### config.mk
export PLATFORM = sky130hd
export DESIGN_NAME = dle_packet_deframer_flat
export DESIGN_NICKNAME = d
export VERILOG_FILES = /design/src/rtl/dpd_pkg.sv /design/src/rtl/dpd_if.sv /design/src/rtl/dpd_in_stage.sv /design/src/rtl/dpd_frame_fsm.sv /design/src/rtl/dpd_out_stage.sv /design/src/rtl/dle_packet_deframer.sv /design/src/flat_wrapper.sv
export SDC_FILE = /design/constraint.sdc
export NUM_CORES = 1
export LEC_CHECK = 0
export BUFFER_PORTS_ARGS = -buffer_cell sky130_fd_sc_hd__buf_2
export CORE_MARGIN = 3
export CORE_UTILIZATION = 40
export DETAILED_ROUTE_END_ITERATION = 6
export GPL_ROUTABILITY_DRIVEN = 0
export SLEW_MARGIN = 20
export SYNTH_ARGS = -nofsm -noshare
export SYNTH_HDL_FRONTEND = slang
export SYNTH_SLANG_ARGS = --single-unit
### constraint.sdc
create_clock -name clk -period 4.4 [get_ports clk]
set_clock_uncertainty 0.1 [all_clocks]
set_input_delay 0.88 -clock clk [delete_from_list [all_inputs] [get_ports clk]]
set_output_delay 0.88 -clock clk [all_outputs]
set_load 0.005 [all_outputs]
### src/rtl/dpd_pkg.sv
// ----------------------------------------------------------------------------
// dpd_pkg
// Shared constants and types for the DLE/ETX packet deframer.
// ----------------------------------------------------------------------------
package dpd_pkg;

	localparam int MAX_PACKET = 1024;

	localparam int BYTE_W = 8;
	localparam int POS_W  = 10;
	localparam int LEN_W  = 11;
	localparam int SUM_W  = 16;

	localparam logic [BYTE_W-1:0] DLE_CODE = 8'h10;
	localparam logic [BYTE_W-1:0] ETX_CODE = 8'h03;

	typedef enum logic [1:0] {
		KIND_BYTE     = 2'd0,
		KIND_END      = 2'd1,
		KIND_TOO_LONG = 2'd2,
		KIND_ABORT    = 2'd3
	} kind_t;

	typedef struct packed {
		kind_t              result_kind;
		logic [BYTE_W-1:0]  data_byte;
		logic [POS_W-1:0]   byte_position;
		logic [LEN_W-1:0]   packet_length;
		logic               checksum_ok;
	} result_t;

endpackage

### src/rtl/dpd_if.sv
// ----------------------------------------------------------------------------
// dpd_if
// Valid/ready channels of the deframer: raw bytes in, results out.
// ----------------------------------------------------------------------------
interface dpd_byte_if;
	logic                       valid;
	logic                       ready;
	logic [dpd_pkg::BYTE_W-1:0] rx_byte;

	modport source (output valid, output rx_byte, input ready);
	modport sink   (input valid, input rx_byte, output ready);
endinterface

interface dpd_result_if;
	logic                       valid;
	logic                       ready;
	logic [1:0]                 result_kind;
	logic [dpd_pkg::BYTE_W-1:0] data_byte;
	logic [dpd_pkg::POS_W-1:0]  byte_position;
	logic [dpd_pkg::LEN_W-1:0]  packet_length;
	logic                       checksum_ok;

	modport source (output valid, output result_kind, output data_byte,
		output byte_position, output packet_length, output checksum_ok,
		input ready);
	modport sink   (input valid, input result_kind, input data_byte,
		input byte_position, input packet_length, input checksum_ok,
		output ready);
endinterface

### src/rtl/dpd_in_stage.sv
// ----------------------------------------------------------------------------
// dpd_in_stage
// Input register: holds one received word until the framer consumes it.
// ----------------------------------------------------------------------------
module dpd_in_stage (
	input  logic                       clk,
	input  logic                       arst_n,
	dpd_byte_if.sink                   rx,
	input  logic                       take,
	output logic                       valid_s1,
	output logic [dpd_pkg::BYTE_W-1:0] byte_s1
);

	// The register refills in the same cycle that its word is consumed.
	assign rx.ready = !valid_s1 || take;

	always_ff @(posedge clk or negedge arst_n) begin
		if (!arst_n) begin
			valid_s1 <= 1'b0;
		end else if (rx.ready) begin
			valid_s1 <= rx.valid;
		end
	end

	always_ff @(posedge clk) begin
		if (rx.ready && rx.valid) begin
			byte_s1 <= rx.rx_byte;
		end
	end

endmodule

### src/rtl/dpd_frame_fsm.sv
// ----------------------------------------------------------------------------
// dpd_frame_fsm
// Framing state machine: unstuffing, length limit, running checksum.
// ----------------------------------------------------------------------------
module dpd_frame_fsm (
	input  logic                       clk,
	input  logic                       arst_n,
	input  logic                       fire,
	input  logic [dpd_pkg::BYTE_W-1:0] byte_s1,
	input  logic [dpd_pkg::LEN_W-1:0]  max_length,
	output logic                       res_valid,
	output dpd_pkg::result_t           res
);

	typedef enum logic [1:0] {
		MODE_HUNT    = 2'd0,
		MODE_WAIT_ID = 2'd1,
		MODE_DATA    = 2'd2,
		MODE_ESC     = 2'd3
	} mode_t;

	localparam logic [dpd_pkg::LEN_W-1:0] CAP = dpd_pkg::LEN_W'(dpd_pkg::MAX_PACKET);

	mode_t                      mode_q, mode_d;
	logic [dpd_pkg::LEN_W-1:0]  count_q, count_d, base_count, limit;
	logic [dpd_pkg::SUM_W-1:0]  sum_two_q, sum_two_d;
	logic [dpd_pkg::SUM_W-1:0]  sum_one_q, sum_one_d, base_one;
	logic [dpd_pkg::SUM_W-1:0]  sum_cur_q, sum_cur_d, base_cur;
	logic [dpd_pkg::BYTE_W-1:0] last_q, last_d, base_last;
	logic [dpd_pkg::BYTE_W-1:0] prior_q, prior_d;
	logic                       do_store;
	logic [dpd_pkg::SUM_W-1:0]  tail;

	assign limit = (max_length > CAP) ? CAP : max_length;
	assign tail  = {prior_q, last_q};

	// An ID byte starts a fresh packet, so the store path sees cleared state.
	always_comb begin
		if (mode_q == MODE_WAIT_ID) begin
			base_count = '0;
			base_one   = '0;
			base_cur   = '0;
			base_last  = '0;
		end else begin
			base_count = count_q;
			base_one   = sum_one_q;
			base_cur   = sum_cur_q;
			base_last  = last_q;
		end
	end

	always_comb begin
		mode_d    = mode_q;
		count_d   = count_q;
		sum_two_d = sum_two_q;
		sum_one_d = sum_one_q;
		sum_cur_d = sum_cur_q;
		last_d    = last_q;
		prior_d   = prior_q;
		do_store  = 1'b0;
		res_valid = 1'b0;
		res       = '0;

		case (mode_q)
			MODE_HUNT: begin
				if (byte_s1 == dpd_pkg::DLE_CODE) begin
					mode_d = MODE_WAIT_ID;
				end
			end
			MODE_WAIT_ID: begin
				if (byte_s1 == dpd_pkg::ETX_CODE) begin
					mode_d = MODE_HUNT;
				end else if (byte_s1 != dpd_pkg::DLE_CODE) begin
					mode_d   = MODE_DATA;
					do_store = 1'b1;
				end
			end
			MODE_DATA: begin
				if (byte_s1 == dpd_pkg::DLE_CODE) begin
					mode_d = MODE_ESC;
				end else begin
					do_store = 1'b1;
				end
			end
			MODE_ESC: begin
				if (byte_s1 == dpd_pkg::DLE_CODE) begin
					mode_d   = MODE_DATA;
					do_store = 1'b1;
				end else if (byte_s1 == dpd_pkg::ETX_CODE) begin
					mode_d                = MODE_HUNT;
					res_valid             = 1'b1;
					res.result_kind       = dpd_pkg::KIND_END;
					res.packet_length     = count_q;
					res.checksum_ok       = (count_q > dpd_pkg::LEN_W'(2)) &&
						(sum_two_q == tail);
				end else begin
					mode_d          = MODE_HUNT;
					res_valid       = 1'b1;
					res.result_kind = dpd_pkg::KIND_ABORT;
				end
			end
			default: begin
				mode_d = MODE_HUNT;
			end
		endcase

		if (do_store) begin
			res_valid = 1'b1;
			count_d   = base_count;
			sum_one_d = base_one;
			sum_cur_d = base_cur;
			last_d    = base_last;
			if (mode_q == MODE_WAIT_ID) begin
				sum_two_d = '0;
				prior_d   = '0;
			end
			if (base_count >= limit) begin
				mode_d          = MODE_HUNT;
				res.result_kind = dpd_pkg::KIND_TOO_LONG;
			end else begin
				sum_two_d         = base_one;
				sum_one_d         = base_cur;
				sum_cur_d         = base_cur + dpd_pkg::SUM_W'(byte_s1);
				prior_d           = base_last;
				last_d            = byte_s1;
				count_d           = base_count + dpd_pkg::LEN_W'(1);
				res.result_kind   = dpd_pkg::KIND_BYTE;
				res.data_byte     = byte_s1;
				res.byte_position = base_count[dpd_pkg::POS_W-1:0];
			end
		end
	end

	always_ff @(posedge clk or negedge arst_n) begin
		if (!arst_n) begin
			mode_q    <= MODE_HUNT;
			count_q   <= '0;
			sum_two_q <= '0;
			sum_one_q <= '0;
			sum_cur_q <= '0;
			last_q    <= '0;
			prior_q   <= '0;
		end else if (fire) begin
			mode_q    <= mode_d;
			count_q   <= count_d;
			sum_two_q <= sum_two_d;
			sum_one_q <= sum_one_d;
			sum_cur_q <= sum_cur_d;
			last_q    <= last_d;
			prior_q   <= prior_d;
		end
	end

endmodule

### src/rtl/dpd_out_stage.sv
// ----------------------------------------------------------------------------
// dpd_out_stage
// Result register: holds one result word until the receiver takes it.
// ----------------------------------------------------------------------------
module dpd_out_stage (
	input  logic             clk,
	input  logic             arst_n,
	input  logic             fire,
	input  logic             res_valid,
	input  dpd_pkg::result_t res,
	output logic             can_take,
	dpd_result_if.source     result
);

	logic             valid_q;
	dpd_pkg::result_t res_q;

	assign can_take = !valid_q || result.ready;

	always_ff @(posedge clk or negedge arst_n) begin
		if (!arst_n) begin
			valid_q <= 1'b0;
		end else if (can_take) begin
			valid_q <= fire && res_valid;
		end
	end

	always_ff @(posedge clk) begin
		if (can_take && fire && res_valid) begin
			res_q <= res;
		end
	end

	assign result.valid         = valid_q;
	assign result.result_kind   = res_q.result_kind;
	assign result.data_byte     = res_q.data_byte;
	assign result.byte_position = res_q.byte_position;
	assign result.packet_length = res_q.packet_length;
	assign result.checksum_ok   = res_q.checksum_ok;

endmodule

### src/rtl/dle_packet_deframer.sv
// ----------------------------------------------------------------------------
// dle_packet_deframer
// Recovers DLE/ETX byte-stuffed packets from a received byte stream.
// ----------------------------------------------------------------------------
// The rx channel carries one raw received byte per word. The result channel
// carries zero or one word per received byte: a stored byte with its position,
// a packet end with length and checksum flag, a too-long abort or a protocol
// error abort. Control bytes (start DLE, stuffing DLE, bytes while hunting)
// produce no result word.
// A byte passes an input register and then the framing logic, whose outcome
// lands in a result register, from which the receiver takes it. One byte is
// accepted every cycle for as long as the result register drains; the framing
// state machine and its single 16-bit adder handle a byte per cycle.
// When the receiver stalls, the result register holds its word and the input
// register holds the next byte; rx.ready drops only when both are occupied.
// The user must write max_length through cfg_we/cfg_wdata only while idle;
// the block does not enforce this. Reset clears both registers' valid flags,
// returns the framer to hunting for a start DLE and sets max_length to 1024.
// ----------------------------------------------------------------------------
module dle_packet_deframer (
	input  logic                      clk,
	input  logic                      arst_n,
	input  logic                      cfg_we,
	input  logic [dpd_pkg::LEN_W-1:0] cfg_wdata,
	dpd_byte_if.sink                  rx,
	dpd_result_if.source              result
);

	logic [dpd_pkg::LEN_W-1:0]  max_length_q;
	logic                       valid_s1;
	logic [dpd_pkg::BYTE_W-1:0] byte_s1;
	logic                       can_take;
	logic                       fire;
	logic                       res_valid;
	dpd_pkg::result_t           res;

	always_ff @(posedge clk or negedge arst_n) begin
		if (!arst_n) begin
			max_length_q <= dpd_pkg::LEN_W'(1024);
		end else if (cfg_we) begin
			max_length_q <= cfg_wdata;
		end
	end

	assign fire = valid_s1 && can_take;

	dpd_in_stage u_in (
		.clk      (clk),
		.arst_n   (arst_n),
		.rx       (rx),
		.take     (fire),
		.valid_s1 (valid_s1),
		.byte_s1  (byte_s1)
	);

	dpd_frame_fsm u_fsm (
		.clk        (clk),
		.arst_n     (arst_n),
		.fire       (fire),
		.byte_s1    (byte_s1),
		.max_length (max_length_q),
		.res_valid  (res_valid),
		.res        (res)
	);

	dpd_out_stage u_out (
		.clk       (clk),
		.arst_n    (arst_n),
		.fire      (fire),
		.res_valid (res_valid),
		.res       (res),
		.can_take  (can_take),
		.result    (result)
	);

endmodule

### src/flat_wrapper.sv
// flat-port wrapper written by rule: the top's interface ports become plain ports
module dle_packet_deframer_flat 
  (clk, arst_n, cfg_we, cfg_wdata, rx_valid, rx_rx_byte, rx_ready, result_valid, result_result_kind, result_data_byte, result_byte_position, result_packet_length, result_checksum_ok, result_ready);
  dpd_byte_if rx_i ();
  dpd_result_if result_i ();
  input  logic clk;
  input  logic arst_n;
  input  logic cfg_we;
  input  logic [dpd_pkg::LEN_W-1:0] cfg_wdata;
  input wire logic [$bits(rx_i.valid)-1:0] rx_valid;
  input wire logic [$bits(rx_i.rx_byte)-1:0] rx_rx_byte;
  output wire logic [$bits(rx_i.ready)-1:0] rx_ready;
  output wire logic [$bits(result_i.valid)-1:0] result_valid;
  output wire logic [$bits(result_i.result_kind)-1:0] result_result_kind;
  output wire logic [$bits(result_i.data_byte)-1:0] result_data_byte;
  output wire logic [$bits(result_i.byte_position)-1:0] result_byte_position;
  output wire logic [$bits(result_i.packet_length)-1:0] result_packet_length;
  output wire logic [$bits(result_i.checksum_ok)-1:0] result_checksum_ok;
  input wire logic [$bits(result_i.ready)-1:0] result_ready;
  assign rx_i.valid = rx_valid;
  assign rx_i.rx_byte = rx_rx_byte;
  assign rx_ready = rx_i.ready;
  assign result_valid = result_i.valid;
  assign result_result_kind = result_i.result_kind;
  assign result_data_byte = result_i.data_byte;
  assign result_byte_position = result_i.byte_position;
  assign result_packet_length = result_i.packet_length;
  assign result_checksum_ok = result_i.checksum_ok;
  assign result_i.ready = result_ready;
  dle_packet_deframer u_core (.clk(clk), .arst_n(arst_n), .cfg_we(cfg_we), .cfg_wdata(cfg_wdata), .rx(rx_i), .result(result_i));
endmodule
==> results of run 1 <==
==> tightest hold or removal path: cells and delay by family (launching register included) <==
family          cells  cell delay (ns)
flops               1             0.35
simple gates        1             0.05
compound gates      1             0.05
==> how the worst min path moves through the flow <==
stage / from / end / slack, ns
floorplan: u_core.u_fsm.sum_cur_q[1] / u_core.u_fsm.sum_cur_q[1] / 0.35
finish: u_core.u_fsm.sum_cur_q[1] / u_core.u_fsm.sum_cur_q[1] / 0.39
detailed placement: u_core.u_fsm.sum_cur_q[1] / u_core.u_fsm.sum_cur_q[1] / 0.37
global route: u_core.u_fsm.sum_one_q[2] / u_core.u_fsm.sum_one_q[2] / 0.42
CTS: u_core.u_fsm.sum_cur_q[1] / u_core.u_fsm.sum_cur_q[1] / 0.39
global placement: u_core.u_fsm.sum_cur_q[1] / u_core.u_fsm.sum_cur_q[1] / 0.38
==> kinds of logic after synthesis <==
family	Yosys count
simple gates	167
mux	11
flops	130
fa+ha+maj	21
compound gates	102
buf+inv	33
xor+xnor	34
==> cell usage after synthesis (all sizes together), types with 3 or more instances <==
cell and n:
nand2 46, xnor2 20, a21o 3, o21ai 12
ha 20, buf 14, nor2b 5, dfrtp 89
and3 22, nand4 12, edfxtp 40, a21oi 14
and2 33, nand3 15, inv 9, o21a 5
nand2b 4, nor2 14, clkbuf 10, nor4 3
mux2 10, xor2 14, nor3 6, a22o 56
==> report_power, final <==
group	total, mW	internal, mW	switching, mW
Combinational	0.138	0.0578	0.0806
Clock	1.43	0.907	0.528
Sequential	1.29	1.27	0.0245
==> layout make-up <==
| class | instances | area (um2) | area share |
|---|---|---|---|
| clock buffers | 20 | 447 | 0.0630 |
| clock inverters | 12 | 159 | 0.0224 |
| inverters | 9 | 33.8 | 0.00476 |
| multi-input cells | 335 | 2400 | 0.339 |
| flip-flops and latches | 130 | 3450 | 0.487 |
| well taps | 184 | 230 | 0.0325 |
| repair buffers | 67 | 363 | 0.0512 |
==> per-stage QoR <==
stage,hold WS [ns],instances
after CTS,0.392,757
after global placement,0.377,725
after detailed placement,0.374,725
after floorplan,0.348,498
after global routing,0.416,757
final,0.390,757
==> sequential cells by signal, summed over array words and instances (netlist names) <==
name                               count
u_core.max_length_q                   11
u_core.u_fsm.count_q                  11
u_core.u_fsm.last_q                    8
u_core.u_fsm.mode_q                    2
u_core.u_fsm.prior_q                   8
u_core.u_fsm.sum_cur_q                16
u_core.u_fsm.sum_one_q                16
u_core.u_fsm.sum_two_q                16
u_core.u_in.byte_s1                    8
u_core.u_in.valid_s1                   1
u_core.u_out.result.byte_position     10
u_core.u_out.result.checksum_ok        1
u_core.u_out.result.data_byte          8
u_core.u_out.result.packet_length     11
u_core.u_out.result.result_kind        2
u_core.u_out.result.valid              1
==> cell usage in the layout, fill, tap and decap left out, types with 3 or more instances in the layout <==
cell,Yosys,routed
nand3_1,14,14
clkinv_4,0,5
xnor2_1,20,20
clkbuf_16,0,17
bufinv_16,0,3
nor2b_1,5,5
o21a_1,5,5
nand2b_1,4,4
a21o_1,3,3
edfxtp_1,40,40
mux2_2,10,10
and2_1,33,33
nand4_1,12,12
nor2_1,13,12
o21ai_0,12,12
xor2_1,14,14
buf_4,1,11
a22o_1,56,56
a21oi_1,14,14
and3_1,22,22
nor4_1,3,3
buf_2,10,56
nand2_1,46,46
ha_1,20,20
nor3_1,4,3
inv_1,9,9
dfrtp_1,89,89
==> layer usage <==
layer  up-vias  wire (um)  track usage
met3        15        811       0.0454
met2       117       5850        0.245
met4         0        176       0.0624
met1      2035       6660        0.260
li1       1941          -            -
met5         -          0            0
==> results_dict.tcl, run 1 <==
set metrics [dict create \
    final.min_clock_period_ns 3.76 \
    synth_ff_type "dfrtp_1" \
    synth_fa_ha_area_frac 0.0452 \
    place_hpwl_um 9310 \
    synthSimpleGateAreaFrac 0.152 \
    cts_tree "built" \
    grt_pass1_wl_um 22200 \
    startpoint "u_core.u_fsm.mode_q[1]" \
    die_h_um 128 \
    cp_cell_sequence "nand2b_1 > buf_4 > and2_1 > ha_1 > inv_1 > fa_1 > nor2b_1 > o21ai_0 > a21boi_0 > o31a_1 > o31a_1 > nand3_1 > xor2_1" \
    async_flop_share 0.692 \
    peakVddDrop_v 0.000227 \
    fin_ws_ns 0.642 \
    path_depth 13 \
    synth_fp_nets 543 \
    endpoint "u_core.u_fsm.sum_cur_q[12]" \
    yosys_register_bits 130 \
    cp_slowest_cell "nand2b_1" \
    p_leak_nw 3.27 \
    cpMostUsedCell "o31a_1" \
    path_class "flip-flop to flip-flop" \
    hold_viol 0 \
    r2r_end "u_core.u_fsm.sum_cur_q[12]" \
    p_per_area_nw_per_um2 404 \
    fin_setup_tns_ns 0 \
    critPathArrivalTime_ns 3.96 \
    placed_area_um2 6480 \
    fin_nets 605 \
    synth_edf_count 40 \
    crit_buf_inv 2 \
    io_buffers 57 \
    holdBufCountCts 0 \
    grt-ovfl-total 0 \
    cpLargestDelayFamily "compound AO/OA/AOI/OAI gates" \
    clockBufferDepth 2 \
    antenna_cells 0 \
    reg2regPathDepth 13 \
    synth_top_area_share 0.372 \
    layout-drive-gt1-share 0.206 \
    synth_xor_area_frac 0.0498 \
    rsz0062_at_grt "no" \
    clk_pin_slew_worst_paths_ns 0.06 \
    cp-start-kind "flip-flop" \
    first_iter_violations 245 \
    grt_pass1_vias 4097 \
    num_vias 4108 \
    wl_per_cell_um 17.8 \
    die_area_um2 16500 \
    synth.distinct_cells 47 \
    whs_path_depth 2 \
    grt_start_max_net_pins 74 \
    dp_slack_ns 0.708 \
    final_area_um2 7090 \
    worstMarginPinSlew_ns 0.927 \
    maxCapViolations 0 \
    dr.pass1.iters 5 \
    slew-limit-headroom 0.382 \
    synth_area_leaders "dfrtp_1, edfxtp_1, a22o_1" \
    wirelength_um 13500 \
    critPathRequiredTime_ns 4.60 \
    fmaxAchievable_mhz 266 \
    nFillCells 1270 \
    post-route-period-util 0.854 \
    cts-root-buf "clkbuf_16" \
    cp_max_fo 19 \
    syn_area_per_cell_um2 12.0 \
    insertion_delay_ns 0.42 \
    postCtsSetupBuffers 0 \
    cts_buffers 17 \
    row_count 44 \
    die_w_um 128 \
    slew_viol_final 0 \
    start_util 0.410 \
    coreArea_um2 14600 \
    seq_area_frac_synth 0.577 \
    htreeDepth 4 \
    r2r_start "u_core.u_fsm.mode_q[1]" \
    mappedNetlistArea_um2 5980 \
    post-route-drc-count 0 \
    outcome "finished, final reports clean" \
    yosysTopAreaCell "dfrtp_1" \
    synth_top_family_by_area "simple AND/OR/NAND/NOR gates" \
    clock_sinks 130 \
    power.total_mw 2.87 \
    finalSetupViolCount 0 \
    hold_class "flip-flop to flip-flop" \
    ant_nets 0 \
    ff2ff_setup_slack_ns 0.64 \
    synth_compound_area_frac 0.131 \
    endpoint_kind "flip-flop" \
    fin_util 0.486 \
    muxShareOfSynthArea 0.0205 \
    cts-resized-gates 0 \
    antenna_found_initial 0 \
    grtUsageTotal 0.174 \
    ioPinCount 58 \
    via_per_inst 5.43 \
    syn_inst 498 \
    yosys_warnings 0 \
    area_growth_pct 18.5 \
    max_stage_delay_ns 0.54 \
]
No activity file was read; power rests on OpenSTA's default activity.
==> inputs of run 2 (changes only) <==
Settings changed: CTS_BUF_LIST from default to sky130_fd_sc_hd__clkbuf_8.
==> results_dict.tcl, run 2 (same netlist as run 1, synthesis figures left out) <==
set metrics [dict create \
    outcome "finished, final reports clean" \
    fin_nets 605 \
    layout-drive-gt1-share 0.206 \
    die_w_um 128 \
    p_leak_nw 3.19 \
    fin_ws_ns 0.634 \
    cp_max_fo 19 \
    io_buffers 57 \
    worstMarginPinSlew_ns 0.916 \
    grt_pass1_wl_um 22100 \
    postCtsSetupBuffers 0 \
    insertion_delay_ns 0.44 \
    p_per_area_nw_per_um2 358 \
    antenna_found_initial 0 \
    start_util 0.410 \
    switching_share 0.232 \
    die_h_um 128 \
    ant_nets 0 \
    final_common_cell "dfrtp_1" \
    place_hpwl_um 9310 \
    rsz0062_at_grt "no" \
    wl_per_cell_um 17.7 \
    cts_buffers 17 \
    critPathArrivalTime_ns 3.98 \
    dp_slack_ns 0.708 \
    grt_pass1_vias 4137 \
    power_frac_comb 0.056 \
    holdBufCountCts 0 \
    p_switching_mw 0.575 \
    coreArea_um2 14600 \
    final.min_clock_period_ns 3.77 \
    cts_tree "built" \
    clockBufferDepth 2 \
    grtUsageTotal 0.173 \
    path_class "flip-flop to flip-flop" \
    num_vias 4132 \
    fin_util 0.473 \
    clk_pin_slew_worst_paths_ns 0.08 \
    die_area_um2 16500 \
    power.total_mw 2.47 \
    layout_common_cells "dfrtp_1, a22o_1, buf_2, nand2_1, edfxtp_1" \
    fin_setup_tns_ns 0 \
    grt_start_max_net_pins 74 \
    row_count 44 \
    slew_viol_final 0 \
    multi_input_area_um2 2400 \
    peakVddDrop_v 0.000184 \
    critPathRequiredTime_ns 4.62 \
    via_per_inst 5.46 \
    nFillCells 1282 \
    fmaxAchievable_mhz 266 \
    cts-resized-gates 0 \
    post-route-period-util 0.856 \
    htreeDepth 4 \
    sequentialPowerShare 0.522 \
    antenna_cells 0 \
    register_area_um2 3450 \
    first_iter_violations 251 \
    ioPinCount 58 \
    cp-start-kind "flip-flop" \
    finalSetupViolCount 0 \
    dr.pass1.iters 5 \
    slew-limit-headroom 0.389 \
    top_regs "u_core.u_fsm.sum_cur_q (16), u_core.u_fsm.sum_one_q (16), u_core.u_fsm.sum_two_q (16)" \
    hold_viol 0 \
    power_frac_clock 0.422 \
    hold_class "flip-flop to flip-flop" \
    area_growth_pct 15.3 \
    p_int_mw 1.90 \
    cts-root-buf "clkbuf_8" \
    post-route-drc-count 0 \
    endpoint_kind "flip-flop" \
    grt-ovfl-total 0 \
    wirelength_um 13400 \
    maxCapViolations 0 \
    clock_sinks 130 \
]
run 2: changes by cell type in the layout (fill, tap and decap cells not counted):
| cell | delta |
|---|---|
| clkbuf_1 | -2 |
| clkbuf_16 | -17 |
| clkbuf_8 | +17 |
| inv_1 | +2 |
run 2: power groups by stage:
stage	Sequential [mW]	Clock [mW]	Combinational, mW
after detailed placement	1.32	0	0.141
after floorplan	1.30	0	0.0909
after global routing	1.29	1.12	0.159
after CTS	1.29	1.07	0.142
after global placement	1.31	0	0.137
final	1.29	1.04	0.138
run 2: worst paths after layout:
| path | startpoint | end | slack, ns | depth (start not counted) |
|---|---|---|---|---|
| max reg2reg | u_core.u_fsm.mode_q[1] | u_core.u_fsm.sum_cur_q[12] | 0.63 | 13 |
| min reg2reg | u_core.u_fsm.sum_cur_q[1] | u_core.u_fsm.sum_cur_q[1] | 0.39 | 2 |
| max in group asynchronous | arst_n | u_core.u_fsm.prior_q[5] | 2.92 | 2 |
| max | u_core.u_fsm.mode_q[1] | u_core.u_fsm.sum_cur_q[12] | 0.63 | 13 |
| min | u_core.u_fsm.sum_cur_q[1] | u_core.u_fsm.sum_cur_q[1] | 0.39 | 2 |
| min in group asynchronous | arst_n | u_core.u_fsm.sum_one_q[15] | 0.48 | 1 |
run 2: layout make-up:
cell class                      count  share of cell area
Multi-Input combinational cell    335               0.348
Clock inverter                     14              0.0241
Timing Repair Buffer               67              0.0526
Sequential cell                   130               0.501
Tap cell                          184              0.0334
Clock buffer                       18              0.0359
Inverter                            9             0.00490
run 2: worst max-delay path, stage by stage (launching register included):
cell	delay, ns
dfrtp_1	0.44
nand2b_1	0.54
buf_4	0.30
and2_1	0.15
ha_1	0.17
inv_1	0.06
fa_1	0.39
nor2b_1	0.11
o21ai_0	0.12
a21boi_0	0.46
o31a_1	0.27
o31a_1	0.22
nand3_1	0.11
xor2_1	0.17
run 2: metal layers:
metal	part of all wire	wire, um	GRT usage	vias up
li1	-	-	-	1944
met1	0.49	6550	0.257	2037
met2	0.43	5800	0.244	129
met3	0.058	780	0.0408	22
met4	0.021	285	0.0680	0
met5	0	0	0	-
run 2: metrics by stage:
stage | instance area (um2) | hold slack [ns] | cells
after floorplan | 5980 | 0.348 | 498
after global placement | 6480 | 0.377 | 725
after detailed placement | 6480 | 0.374 | 725
after CTS | 6900 | 0.397 | 757
after global routing | 6900 | 0.420 | 757
final | 6900 | 0.392 | 757
